[src/hdl/dhht_pkg.sv]
`timescale 1ns / 1ps
`default_nettype none
// ----------------------------------------------------------------------------
// dhht_pkg: shared types and constants of the double hashing hash table
// Field widths, status and action codes, register indexes, queue items
// and controller state encodings.
// ----------------------------------------------------------------------------
package dhht_pkg;

   localparam int KEY_W       = 31;
   localparam int SIZE_W      = 10;
   localparam int PROBE_W     = 7;
   localparam int SLOT_W      = 9;
   localparam int STATUS_W    = 3;
   localparam int BIT_CNT_W   = 5;
   localparam int CSR_INDEX_W = 2;
   localparam int CSR_DATA_W  = 10;
   localparam int QUEUE_DEPTH = 2;

   localparam logic [SIZE_W-1:0]  SIZE_RESET  = 10'd512;
   localparam logic [SIZE_W-1:0]  MIN_SIZE    = 10'd2;
   localparam logic [PROBE_W-1:0] LIMIT_RESET = 7'd50;
   localparam logic [PROBE_W-1:0] MIN_PROBES  = 7'd1;
   localparam logic [PROBE_W-1:0] PROBE_CAP   = 7'd64;

   localparam logic ACTION_INSERT = 1'b0;
   localparam logic ACTION_SEARCH = 1'b1;

   localparam logic [STATUS_W-1:0] STATUS_INSERTED  = 3'd0;
   localparam logic [STATUS_W-1:0] STATUS_PRESENT   = 3'd1;
   localparam logic [STATUS_W-1:0] STATUS_DROPPED   = 3'd2;
   localparam logic [STATUS_W-1:0] STATUS_FOUND     = 3'd3;
   localparam logic [STATUS_W-1:0] STATUS_NOT_FOUND = 3'd4;

   localparam logic [CSR_INDEX_W-1:0] CSR_SLOT_COUNT  = 2'd0;
   localparam logic [CSR_INDEX_W-1:0] CSR_PROBE_LIMIT = 2'd1;

   typedef struct packed {
      logic              action;
      logic [KEY_W-1:0]  key;
   } req_type;

   typedef struct packed {
      logic [STATUS_W-1:0] status;
      logic [SLOT_W-1:0]   slot;
      logic [PROBE_W-1:0]  probes_used;
   } rsp_type;

   // hashed request handed from the front end to the probe engine
   typedef struct packed {
      logic               action;
      logic [KEY_W-1:0]   key;
      logic [SIZE_W-1:0]  pos;
      logic [SIZE_W-1:0]  step;
      logic [SIZE_W-1:0]  size;
      logic [PROBE_W-1:0] limit;
   } work_type;

   typedef enum logic [1:0] {
      FRONT_IDLE,
      FRONT_DIVIDE,
      FRONT_PUSH
   } front_state_type;

   typedef enum logic [2:0] {
      BACK_CLEAR,
      BACK_IDLE,
      BACK_READ,
      BACK_CHECK,
      BACK_RESULT
   } back_state_type;

endpackage
`default_nettype wire

[src/hdl/dhht_fifo.sv]
`timescale 1ns / 1ps
`default_nettype none
// ----------------------------------------------------------------------------
// dhht_fifo: small register queue
// Holds up to QUEUE_DEPTH transactions; head is shown while not empty.
// ----------------------------------------------------------------------------
module dhht_fifo #(
   parameter int WIDTH = 32
) (
   input  wire logic             clock,
   input  wire logic             reset,
   input  wire logic             wr_en,
   input  wire logic [WIDTH-1:0] wr_data,
   output logic                  full,
   input  wire logic             rd_en,
   output logic [WIDTH-1:0]      rd_data,
   output logic                  empty
);
   import dhht_pkg::*;

   localparam int PW = $clog2(QUEUE_DEPTH);

   logic [WIDTH-1:0] mem_ff [QUEUE_DEPTH];
   logic [PW-1:0]    wr_ptr_ff, wr_ptr_in;
   logic [PW-1:0]    rd_ptr_ff, rd_ptr_in;
   logic [PW:0]      count_ff, count_in;
   logic             do_wr, do_rd;

   assign full    = (count_ff == (PW+1)'(QUEUE_DEPTH));
   assign empty   = (count_ff == '0);
   assign do_wr   = wr_en & ~full;
   assign do_rd   = rd_en & ~empty;
   assign rd_data = mem_ff[rd_ptr_ff];

   always_comb begin
      wr_ptr_in = do_wr ? wr_ptr_ff + 1'b1 : wr_ptr_ff;
      rd_ptr_in = do_rd ? rd_ptr_ff + 1'b1 : rd_ptr_ff;
      case ({do_wr, do_rd})
         2'b10:   count_in = count_ff + 1'b1;
         2'b01:   count_in = count_ff - 1'b1;
         default: count_in = count_ff;
      endcase
   end

   always_ff @(posedge clock) begin
      if (reset) begin
         wr_ptr_ff <= '0;
         rd_ptr_ff <= '0;
         count_ff  <= '0;
      end else begin
         wr_ptr_ff <= wr_ptr_in;
         rd_ptr_ff <= rd_ptr_in;
         count_ff  <= count_in;
      end
   end

   always_ff @(posedge clock) begin
      if (do_wr) begin
         mem_ff[wr_ptr_ff] <= wr_data;
      end
   end

endmodule
`default_nettype wire

[config.mk]
export PLATFORM = sky130hd
export DESIGN_NAME = dhht_fifo
export DESIGN_NICKNAME = d
export VERILOG_FILES = /design/src/hdl/dhht_pkg.sv /design/src/hdl/dhht_fifo.sv
export SDC_FILE = /design/constraint.sdc
export NUM_CORES = 1
export LEC_CHECK = 0
export ABC_AREA = 1
export BUFFER_PORTS_ARGS = -buffer_cell sky130_fd_sc_hd__buf_2
export CORE_MARGIN = 2
export CORE_UTILIZATION = 30
export CTS_BUF_LIST = sky130_fd_sc_hd__clkbuf_2 sky130_fd_sc_hd__clkbuf_4 sky130_fd_sc_hd__clkbuf_8
export DETAILED_ROUTE_END_ITERATION = 7
export PLACE_DENSITY_LB_ADDON = 0.15
export SYNTH_ARGS = -nofsm -noshare
export SYNTH_HDL_FRONTEND = slang
export SYNTH_SLANG_ARGS = --single-unit
[constraint.sdc]
create_clock -name clock -period 2.6 [get_ports clock]
set_input_delay 0.13 -clock clock [delete_from_list [all_inputs] [get_ports clock]]
set_output_delay 0.13 -clock clock [all_outputs]
set_load 0.02 [all_outputs]
==> results.txt <==
----------------------------------------------------
[Power]
  Total Power ... 0.003101 W
  Worst ir drop on vdd ... 0.0003525 V
  Net Sw Frac ... 26.64%
  Net switching power figure ... between 0.0008 and 0.0009 W
  Relative contribution of combinational cells to total power ... 24.6%
  Internal power summed over all cells ... about 0.0023 W
  Flop pwr share ... a little under half
  Pleak ... 1.516 nW
  Pwr Density ... 829.5 nW/um^2
  Clock share of power ... between 20% and 30%

[Synthesis]
  Share of synthesized area occupied by flip-flops and latches ... roughly three quarters
  Post-synth design cell area ... 2736 sq um
  Synthesized Nets ... ~180
  Post-synthesis average cell area ... between 15 and 20 sq um
  YS warnings ... 0
  Number of storage elements in the synthesis netlist ... 69
  Unique masters post-synth ... 16
  Count of mapped cells out of synthesis ... 140

[Final layout]
  Fraction of layout cells with a size suffix above 1 ... 50.39%
  Synthesis-to-layout area growth ... 36.63%
  Sequential Area ... 2023 sq um
  Area used by multi-input combinational logic ... 616.8 sq um
  Number of fill cells ... 829
  Nets ... 290
  Number of inserted diodes ... 0
  Post-layout instance area ... 3739 sq um

[Timing]
  Hold Violations, Final ... 0
  Top achievable clock speed ... between 500 and 600 MHz
  Total negative slack for setup checks ... 0 ns
  Post-route fraction of the period consumed by the critical path ... 68.59%
  Slew Viols, Final ... 0
  Unrepaired setup endpoints after global routing ... false
  Max transition margin ... between 70% and 80%
  Tightest Pin Transition ... between 0.3 and 0.4 ns
  Worst setup skew after layout ... 0.007460 ns
  Post-layout minimum cycle time ... 1.783 ns
  Final number of setup-violating endpoints ... 0

[Placed design]
  Final weighted congestion in routability-driven placement ... 0.6666
  HPWL after DPL ... 3.082 mm
  IO Port Bufs ... 69
  Area after detailed placement ... roughly 3200 sq um

[Global routing]
  Via count of the first global-routing pass ... approximately 1500
  First-pass GRT wire length ... around 7.0 mm
  Overall Global Routing Usage ... under 10%
  Met2 Use GR ... between 15 and 20%
  Met3 usage in global routing ... 3.233%
  GR peak layer ... met2
  Grt met1 use ... between 10% and 20%
  Initial antenna violation count ... 0
  Total grt overflow ... 0
  Maximum number of pins on one net before global-route repair ... 22

[Clock tree]
  Clock slew at the register clock pins of the worst setup and hold paths ... roughly 0.070 ns
  Total clock buffers created by CTS ... 9
  Number of buffers between clock root and the deepest sink ... 2
  Quantity of gates resized following cts ... 0
  Clock tree from TritonCTS ... done
  Post CTS Setup Buffer Count ... 0
  Total of hold buffers inserted after clock tree synthesis ... 32
  Max H-tree Level ... 3
  Library cell used as clock root buffer ... clkbuf_8
  Worst-skew pair later-pin latency ... 0.33 ns
  Clock Sink Count ... 69

[Route]
  DR vias ... 1479
  Iter 0 DRT Violations ... 26
  Total iterations of the first detailed-routing run ... 4
  Final routed DRC violation total ... 0
  Residual antenna-violating net count after detailed routing ... 0
  Vias per cell ... 4.041
  Detailed-route wire length per cell ... 12.72 microns
  Total length of routed wires ... 4.655 mm

[Floorplanning]
  I/O Pins ... 70
  Core Region ... 8763 sq um
  Die outline width ... 99.51 microns
  Starting density of the core ... 31.23%
  Die Area ... slightly below 10000 sq um
  Count of standard-cell rows ... 34
  Die extent in y ... 99.51 microns

[Worst setup path]
  Data arrival time of the critical path ... 1.65 ns
  Peak fanout along the critical path ... 21
  Kind of capture point of the worst setup path ... output port
  Category of the most critical setup path ... reg -> out
  Critical path startpoint category ... flop
  Crit path required time ... ~2.5 ns

[Job]
  Max-capacitance violation count ... 0

[Min path]
  Type of the tightest min-delay check ... in -> reg

[Run status]
  Outcome ... finished, final reports clean

----------------------------------------------------
-- cell type report --
type,instances,area share [%]
flip-flops and latches,69,54.12
repair buffers,106,19.14
multi-input cells,58,16.50
clock buffers,11,3.715
well taps,108,3.614
clock inverters,5,2.008
inverters,9,0.9036
-- state kept, by name (all words and copies together) (netlist names), named ones only --
register   cells
mem_ff        64
count_ff       2
rd_ptr_ff      1
wr_ptr_ff      1
-- worst paths after layout --
kind         cells past startpoint                  endpoint                startpoint  slack, ns
max                              3               rd_data[13]                      flop       0.82
min                              4    wr_ptr_ff$_SDFFE_PP0P_                     reset       0.09
max reg2reg                      9  count_ff[1]$_SDFFE_PP0P_  count_ff[0]$_SDFFE_PP0P_       1.17
min reg2reg                      2                      flop    rd_ptr_ff$_SDFFE_PP0P_       0.50
-- layout by cell type, fill, tap and decap left out --
master	n
inv_1	7
o21ai_0	1
clkbuf_4	2
nand4_1	1
clkbuf_8	9
mux2_4	30
buf_12	1
inv_2	2
nor2_1	9
nand2_1	8
dfxtp_2	1
edfxtp_1	64
clkinv_2	3
dfxtp_1	4
nor2_4	4
bufinv_16	2
buf_2	69
buf_4	4
dlygate4sd3_1	32
a21oi_1	1
nor2_2	1
mux2_2	2
ha_1	1
-- kinds of logic (layout without fill, tap and decap cells) --
family | Yosys count | count (layout) | share of synthesized area [%]
compound gates | 2 | 2 | 0.3654
fa+ha+maj | 1 | 1 | 0.4572
buf+inv | 13 | 131 | 3.841
flops | 69 | 69 | 73.89
mux | 32 | 32 | 17.28
simple gates | 23 | 23 | 4.161
-- power groups by stage --
stage | combinational (W) | clock, W | sequential, W
2_1_floorplan | 0.000585 | 0 | 0.00142
4_1_cts | 0.000778 | 0.000949 | 0.00142
3_3_place_gp | 0.000739 | 0 | 0.00145
6_report | 0.000762 | 0.000918 | 0.00142
5_1_grt | 0.000819 | 0.000996 | 0.00144
3_5_place_dp | 0.000739 | 0 | 0.00145
-- stage by stage --
stage          util (%)  hold WS, ns  setup WS, ns  cells
6_report          42.66      0.08872        0.8166    366
5_1_grt           42.66       0.1023        0.7194    366
4_1_cts           42.66      0.07459        0.7585    366
3_5_place_dp      36.56       0.3224         1.143    318
3_3_place_gp      36.56       0.3190         1.141    318
2_1_floorplan         -       0.2289        0.1545    140
-- synthesized netlist by cell type (all sizes together) --
library cell  instances  share of area (%)
nand4                 1               0.23
dfxtp                 5                3.7
nand2                 8                1.1
edfxtp               64                 70
ha                    1               0.46
a21oi                 1               0.18
nor2                 14                2.8
buf                   4                2.6
inv                   9                1.2
o21ai                 1               0.18
mux2                 32                 17
-- critical path, stage by stage (launching register included) --
cell and delay (ns):
dfxtp_2 0.57, buf_12 0.26, mux2_4 0.32, buf_2 0.16
-- layer usage --
layer | part of all wire [%] | routed length (microns)
met3 | 5.5 | 254
met2 | 50 | 2335
met4 | 1.8 | 82
met5 | 0 | 0
met1 | 43 | 1982
No activity file was read; power rests on OpenSTA's default activity.
