## config.mk

```make
export PLATFORM = sky130hd
export DESIGN_NAME = dhht_front
export DESIGN_NICKNAME = d
export VERILOG_FILES = /design/src/hdl/dhht_pkg.sv /design/src/hdl/dhht_front.sv
export SDC_FILE = /design/constraint.sdc
export NUM_CORES = 1
export LEC_CHECK = 0
export ABC_AREA = 1
export ABC_CLOCK_PERIOD_IN_PS = 7800
export BUFFER_PORTS_ARGS = -buffer_cell sky130_fd_sc_hd__buf_2
export CORE_UTILIZATION = 55
export DETAILED_ROUTE_END_ITERATION = 16
export PLACE_DENSITY_LB_ADDON = 0.3
export SYNTH_ARGS = -nofsm -noshare
export SYNTH_HDL_FRONTEND = slang
export SYNTH_SLANG_ARGS = --single-unit
```

## constraint.sdc

```tcl
create_clock -name clock -period 7.8 [get_ports clock]
set_clock_uncertainty 0.05 [all_clocks]
set_input_delay 1.95 -clock clock [delete_from_list [all_inputs] [get_ports clock]]
set_output_delay 1.95 -clock clock [all_outputs]
set_load 0.02 [all_outputs]
```

## src/hdl/dhht_pkg.sv

```systemverilog
`timescale 1ns / 1ps
`default_nettype none
// ----------------------------------------------------------------------------
// dhht_pkg: shared types and constants of the double hashing hash table
// Field widths, status and action codes, register indexes, queue items
// and controller state encodings.
// ----------------------------------------------------------------------------
package dhht_pkg;

   localparam int KEY_W       = 31;
   localparam int SIZE_W      = 10;
   localparam int PROBE_W     = 7;
   localparam int SLOT_W      = 9;
   localparam int STATUS_W    = 3;
   localparam int BIT_CNT_W   = 5;
   localparam int CSR_INDEX_W = 2;
   localparam int CSR_DATA_W  = 10;
   localparam int QUEUE_DEPTH = 2;

   localparam logic [SIZE_W-1:0]  SIZE_RESET  = 10'd512;
   localparam logic [SIZE_W-1:0]  MIN_SIZE    = 10'd2;
   localparam logic [PROBE_W-1:0] LIMIT_RESET = 7'd50;
   localparam logic [PROBE_W-1:0] MIN_PROBES  = 7'd1;
   localparam logic [PROBE_W-1:0] PROBE_CAP   = 7'd64;

   localparam logic ACTION_INSERT = 1'b0;
   localparam logic ACTION_SEARCH = 1'b1;

   localparam logic [STATUS_W-1:0] STATUS_INSERTED  = 3'd0;
   localparam logic [STATUS_W-1:0] STATUS_PRESENT   = 3'd1;
   localparam logic [STATUS_W-1:0] STATUS_DROPPED   = 3'd2;
   localparam logic [STATUS_W-1:0] STATUS_FOUND     = 3'd3;
   localparam logic [STATUS_W-1:0] STATUS_NOT_FOUND = 3'd4;

   localparam logic [CSR_INDEX_W-1:0] CSR_SLOT_COUNT  = 2'd0;
   localparam logic [CSR_INDEX_W-1:0] CSR_PROBE_LIMIT = 2'd1;

   typedef struct packed {
      logic              action;
      logic [KEY_W-1:0]  key;
   } req_type;

   typedef struct packed {
      logic [STATUS_W-1:0] status;
      logic [SLOT_W-1:0]   slot;
      logic [PROBE_W-1:0]  probes_used;
   } rsp_type;

   // hashed request handed from the front end to the probe engine
   typedef struct packed {
      logic               action;
      logic [KEY_W-1:0]   key;
      logic [SIZE_W-1:0]  pos;
      logic [SIZE_W-1:0]  step;
      logic [SIZE_W-1:0]  size;
      logic [PROBE_W-1:0] limit;
   } work_type;

   typedef enum logic [1:0] {
      FRONT_IDLE,
      FRONT_DIVIDE,
      FRONT_PUSH
   } front_state_type;

   typedef enum logic [2:0] {
      BACK_CLEAR,
      BACK_IDLE,
      BACK_READ,
      BACK_CHECK,
      BACK_RESULT
   } back_state_type;

endpackage
`default_nettype wire

```

## src/hdl/dhht_front.sv

```systemverilog
`timescale 1ns / 1ps
`default_nettype none
// ----------------------------------------------------------------------------
// dhht_front: request intake and hashing
// Clamps the table size and probe limit, then reduces the key modulo size
// and size-1 with two restoring remainder units, one key bit per cycle.
// ----------------------------------------------------------------------------
module dhht_front #(
   parameter int DEPTH = 512
) (
   input  wire logic                          clock,
   input  wire logic                          reset,
   input  wire logic                          start,
   input  wire dhht_pkg::req_type             req,
   input  wire logic [dhht_pkg::SIZE_W-1:0]   size_cfg,
   input  wire logic [dhht_pkg::PROBE_W-1:0]  limit_cfg,
   input  wire logic                          queue_full,
   output logic                               busy,
   output logic                               queue_push,
   output dhht_pkg::work_type                 work
);
   import dhht_pkg::*;

   front_state_type         state_ff, state_in;
   logic                    action_ff, action_in;
   logic [KEY_W-1:0]        key_ff, key_in;
   logic [KEY_W-1:0]        key_sh_ff, key_sh_in;
   logic [SIZE_W-1:0]       rem1_ff, rem1_in;
   logic [SIZE_W-1:0]       rem2_ff, rem2_in;
   logic [BIT_CNT_W-1:0]    bit_cnt_ff, bit_cnt_in;
   logic [SIZE_W-1:0]       size_ff, size_in;
   logic [PROBE_W-1:0]      limit_ff, limit_in;

   logic [SIZE_W-1:0]       eff_size;
   logic [PROBE_W-1:0]      eff_limit;
   logic [SIZE_W:0]         trial1, trial2, div1, div2;

   always_comb begin
      eff_size = size_cfg;
      if (size_cfg < MIN_SIZE) begin
         eff_size = MIN_SIZE;
      end else if ({{(32-SIZE_W){1'b0}}, size_cfg} > 32'(DEPTH)) begin
         eff_size = SIZE_W'(DEPTH);
      end
      eff_limit = limit_cfg;
      if (limit_cfg < MIN_PROBES) begin
         eff_limit = MIN_PROBES;
      end else if (limit_cfg > PROBE_CAP) begin
         eff_limit = PROBE_CAP;
      end
   end

   // one restoring step for each remainder
   assign trial1 = {rem1_ff, key_sh_ff[KEY_W-1]};
   assign trial2 = {rem2_ff, key_sh_ff[KEY_W-1]};
   assign div1   = {1'b0, size_ff};
   assign div2   = {1'b0, size_ff - 1'b1};

   assign work = '{action: action_ff, key: key_ff, pos: rem1_ff,
                   step: rem2_ff + 1'b1, size: size_ff, limit: limit_ff};

   always_comb begin
      state_in   = state_ff;
      action_in  = action_ff;
      key_in     = key_ff;
      key_sh_in  = key_sh_ff;
      rem1_in    = rem1_ff;
      rem2_in    = rem2_ff;
      bit_cnt_in = bit_cnt_ff;
      size_in    = size_ff;
      limit_in   = limit_ff;
      busy       = 1'b1;
      queue_push = 1'b0;
      unique case (state_ff)
         FRONT_IDLE: begin
            busy = 1'b0;
            if (start) begin
               action_in  = req.action;
               key_in     = req.key;
               key_sh_in  = req.key;
               rem1_in    = '0;
               rem2_in    = '0;
               bit_cnt_in = BIT_CNT_W'(KEY_W - 1);
               size_in    = eff_size;
               limit_in   = eff_limit;
               state_in   = FRONT_DIVIDE;
            end
         end
         FRONT_DIVIDE: begin
            rem1_in   = (trial1 >= div1) ? SIZE_W'(trial1 - div1) : trial1[SIZE_W-1:0];
            rem2_in   = (trial2 >= div2) ? SIZE_W'(trial2 - div2) : trial2[SIZE_W-1:0];
            key_sh_in = {key_sh_ff[KEY_W-2:0], 1'b0};
            if (bit_cnt_ff == '0) begin
               state_in = FRONT_PUSH;
            end else begin
               bit_cnt_in = bit_cnt_ff - 1'b1;
            end
         end
         FRONT_PUSH: begin
            if (!queue_full) begin
               queue_push = 1'b1;
               state_in   = FRONT_IDLE;
            end
         end
         default: begin
            state_in = FRONT_IDLE;
         end
      endcase
   end

   always_ff @(posedge clock) begin
      if (reset) begin
         state_ff <= FRONT_IDLE;
      end else begin
         state_ff <= state_in;
      end
   end

   always_ff @(posedge clock) begin
      action_ff  <= action_in;
      key_ff     <= key_in;
      key_sh_ff  <= key_sh_in;
      rem1_ff    <= rem1_in;
      rem2_ff    <= rem2_in;
      bit_cnt_ff <= bit_cnt_in;
      size_ff    <= size_in;
      limit_ff   <= limit_in;
   end

endmodule
`default_nettype wire

```

==> results summary <==
The total number of vias is roughly 4700. For the pin with the worst max-slew slack, the measured transition is 1.18 ns. The areal power density over the cells is 238 nW/µm². The number of antenna violations at the first check in global routing was 0. STA classifies the critical path startpoint as an input port. The routed length per placed instance is 13.6 µm. The initial core utilization came out at 56.7%.

The half-perimeter wire length after detailed placement came out at 9.52 mm. The maximum root-to-sink buffer count came out at 2. The global route total overflow is 0. The clock-pin slew of the registers on the worst-case setup and hold paths is 0.08 ns.

Setup repair after global routing left no endpoint under its margin. The peak fanout along the critical path is 2. The netlist area before placement is 5880 µm².

The net count after synthesis came out at 738. Yosys attributes the largest share of cell area to sky130_fd_sc_hd__edfxtp_1, sky130_fd_sc_hd__nand2_1, sky130_fd_sc_hd__inv_1. The layout cell share with drive strength beyond 1 is between 20% and 30%. The worst-case IR drop observed on VDD is 151 µV. The total of cells resized after clock tree synthesis came out at 0. The total number of clock tree sinks came out at 107. The post-detailed-placement cell area is 6630 µm².

The number of endpoints with negative hold slack in the final report came to 0. The final max-slew violation count came out at 0. The flow ran to the end, and the final reports show no timing, DRC or antenna violations.

The category of the worst setup path capture point is an output pin. TritonCTS built the clock tree. The count of endpoints failing setup in the final report is 0. The last weighted congestion value of the routability-driven placer is 0.851. The via count of the first global-routing pass came out at 4444. The clock latency on the worst-skew pair came out at 0.36 ns. The setup slack of the most critical reg-to-reg path is ~4.7 ns. Total power for the finished layout comes to 1.61 mW.

The final worst hold slack is 0.482 ns. Summed over its instances, the top area cell type makes up between 50% and 60% of the synthesized netlist area. The starting DRC count in detailed routing is 319. The dominant cell type by area after synthesis is sky130_fd_sc_hd__edfxtp_1. The number of ports placed on the die boundary is roughly 120. The antenna diode count is 0. The mean instance size in the synthesized netlist came out at between 8 and 9 µm². The number of buffers added by the clock tree synthesis step is 9. The number of max-capacitance violations reported came out at 0. Derived from the worst setup path, the maximum achievable clock frequency is 232 MHz. The remaining number of nets flagged by the antenna check after routing came out at 0.

The placement row count came out at 37. The post-synthesis cell type count came out at 34. In this run the vertical extent of the chip is 105 µm.

After detailed routing, the total wire length is 12.6 mm. In this run the tool buffered the top-level ports with 123 buffer cells. The post-detailed-route via-to-cell ratio came out at 5.07. Across all setup checks in the final design, the least slack found is ~3.5 ns.

The number of buffers added to fix hold violations after cts came out at 0. Sequential elements use a little over half of the synthesized area. The layout overhead on the synthesized area is 15.4%. After synthesis the netlist holds a flip-flop and latch count of between 100 and 150. The core area is 10400 µm². The DRC violations left came out at 0. The post-CTS setup repair buffer count is 0. The die covers about 11000 µm². Entering global routing, the biggest net connects 56 pins.

Subtracting the final worst setup slack from the clock period gives around 4.3 ns. The first-pass GRT wire length came out at 20.4 mm. The worst endpoint data arrival time came out at 2.31 ns. The total routing resource utilization after global routing came out at 23.5%. Measured against its own limit, the worst slew margin works out to 21.1%. The fraction of the cycle the final worst path needs came out at 55.2%. The layout net count is between 800 and 900.

The Yosys warning count came out at 0. For this design the static power due to leakage is 3.29 nW. The critical setup path kind is in -> out. The first detailed-routing pass took 4 iterations. The type of the worst min-delay path is reg -> reg. The pre-CTS worst setup slack is 3.49 ns.

The total number of H-tree levels is 3. In the synthesized netlist, the number of instances is 659. The die boundary width came out at 105 µm.

The root buffer cell chosen for the clock tree is sky130_fd_sc_hd__clkbuf_8. The final non-filler cell area is ~6800 µm². The data required time of the critical path came out at roughly 5.8 ns. The total negative setup slack is 0 ns.
[cell type report]
class                      instances  area (µm²)
fill                             888        3580
tap                              136         170
sequential                       107        3190
multi-input combinational        438        2250
clock inverter                     5        30.0
timing repair buffer             125         631
inverter                         101         379
clock buffer                      11         131
[cell usage in the layout (no fill, tap or decap), drive strengths merged]
cell type    n
nand2      220
buf        125
edfxtp     105
inv        101
nor2        89
nand3       29
nand4       26
ha          24
xor2        18
clkbuf      11
a21oi        9
nor3         5
xnor2        4
clkinv       4
o21ai        3
o21bai       2
fa           2
dfxtp        2
nor4         1
a31oi        1
or2          1
a211oi       1
nand3b       1
or4          1
o31ai        1
clkinvlp     1
[final timing paths]
| kind | depth (start not counted) | startpoint | endpoint |
|---|---|---|---|
| hold / removal | 2 | key_sh_ff[29] | key_sh_ff[30] |
| setup reg to reg | 13 | size_ff[3] | rem2_ff[6] |
| setup / recovery | 3 | queue_full | queue_push |
| hold reg to reg | 2 | key_sh_ff[29] | key_sh_ff[30] |
[cell families after synthesis]
family,count (synthesis),synth area share (%)
AO/OA/AOI/OAI,17,1.76
XOR/XNOR,22,3.27
adder cells (fa/ha/maj),26,5.78
buffers and inverters,114,7.59
flip-flops,107,54.3
AND/OR/NAND/NOR,373,27.3
[cell usage after synthesis (all sizes together)]
cell and n:
dfxtp 2, nand2 220, fa 2, xor2 18, or4 1, or2 1, o21ai 3, o31ai 1
nand4 26, nand3b 1, o21bai 2, nor3 5, clkbuf 9, inv 101, nor4 1, ha 24
a21oi 9, nor2 89, a31oi 1, buf 4, xnor2 4, edfxtp 105, a211oi 1, nand3 29
[worst max-delay path: stages]
cell	delay [ns]
sky130_fd_sc_hd__buf_2	0.10
sky130_fd_sc_hd__nor2_1	0.09
sky130_fd_sc_hd__buf_2	0.16
[sequential cells by signal, summed over array words and instances, names as in the netlist]
| register | flops |
|---|---|
| action_ff | 1 |
| bit_cnt_ff | 5 |
| key_ff | 31 |
| key_sh_ff | 31 |
| limit_ff | 7 |
| rem1_ff | 10 |
| rem2_ff | 10 |
| size_ff | 10 |
| state_ff | 2 |
[metrics by stage]
stage	cells	utilization, %
finish	923	65.5
global placement	907	63.9
floorplan	659	-
CTS	923	65.5
global route	923	65.5
detailed placement	907	63.9
[where the power goes]
group          switching, mW  internal, mW
Sequential            0.0418         0.728
Combinational          0.372         0.181
Clock                  0.176         0.115
Total                  0.590          1.02
[per-layer routing]
metal	part of all wire, %	vias to the layer above	GRT usage [%]
li1	-	2370	-
met1	45	2127	31.7
met2	47	162	38.2
met3	6.4	16	4.76
met4	1.6	0	7.44
met5	0	-	0
Note: power is estimated with default switching activity, not from simulation.
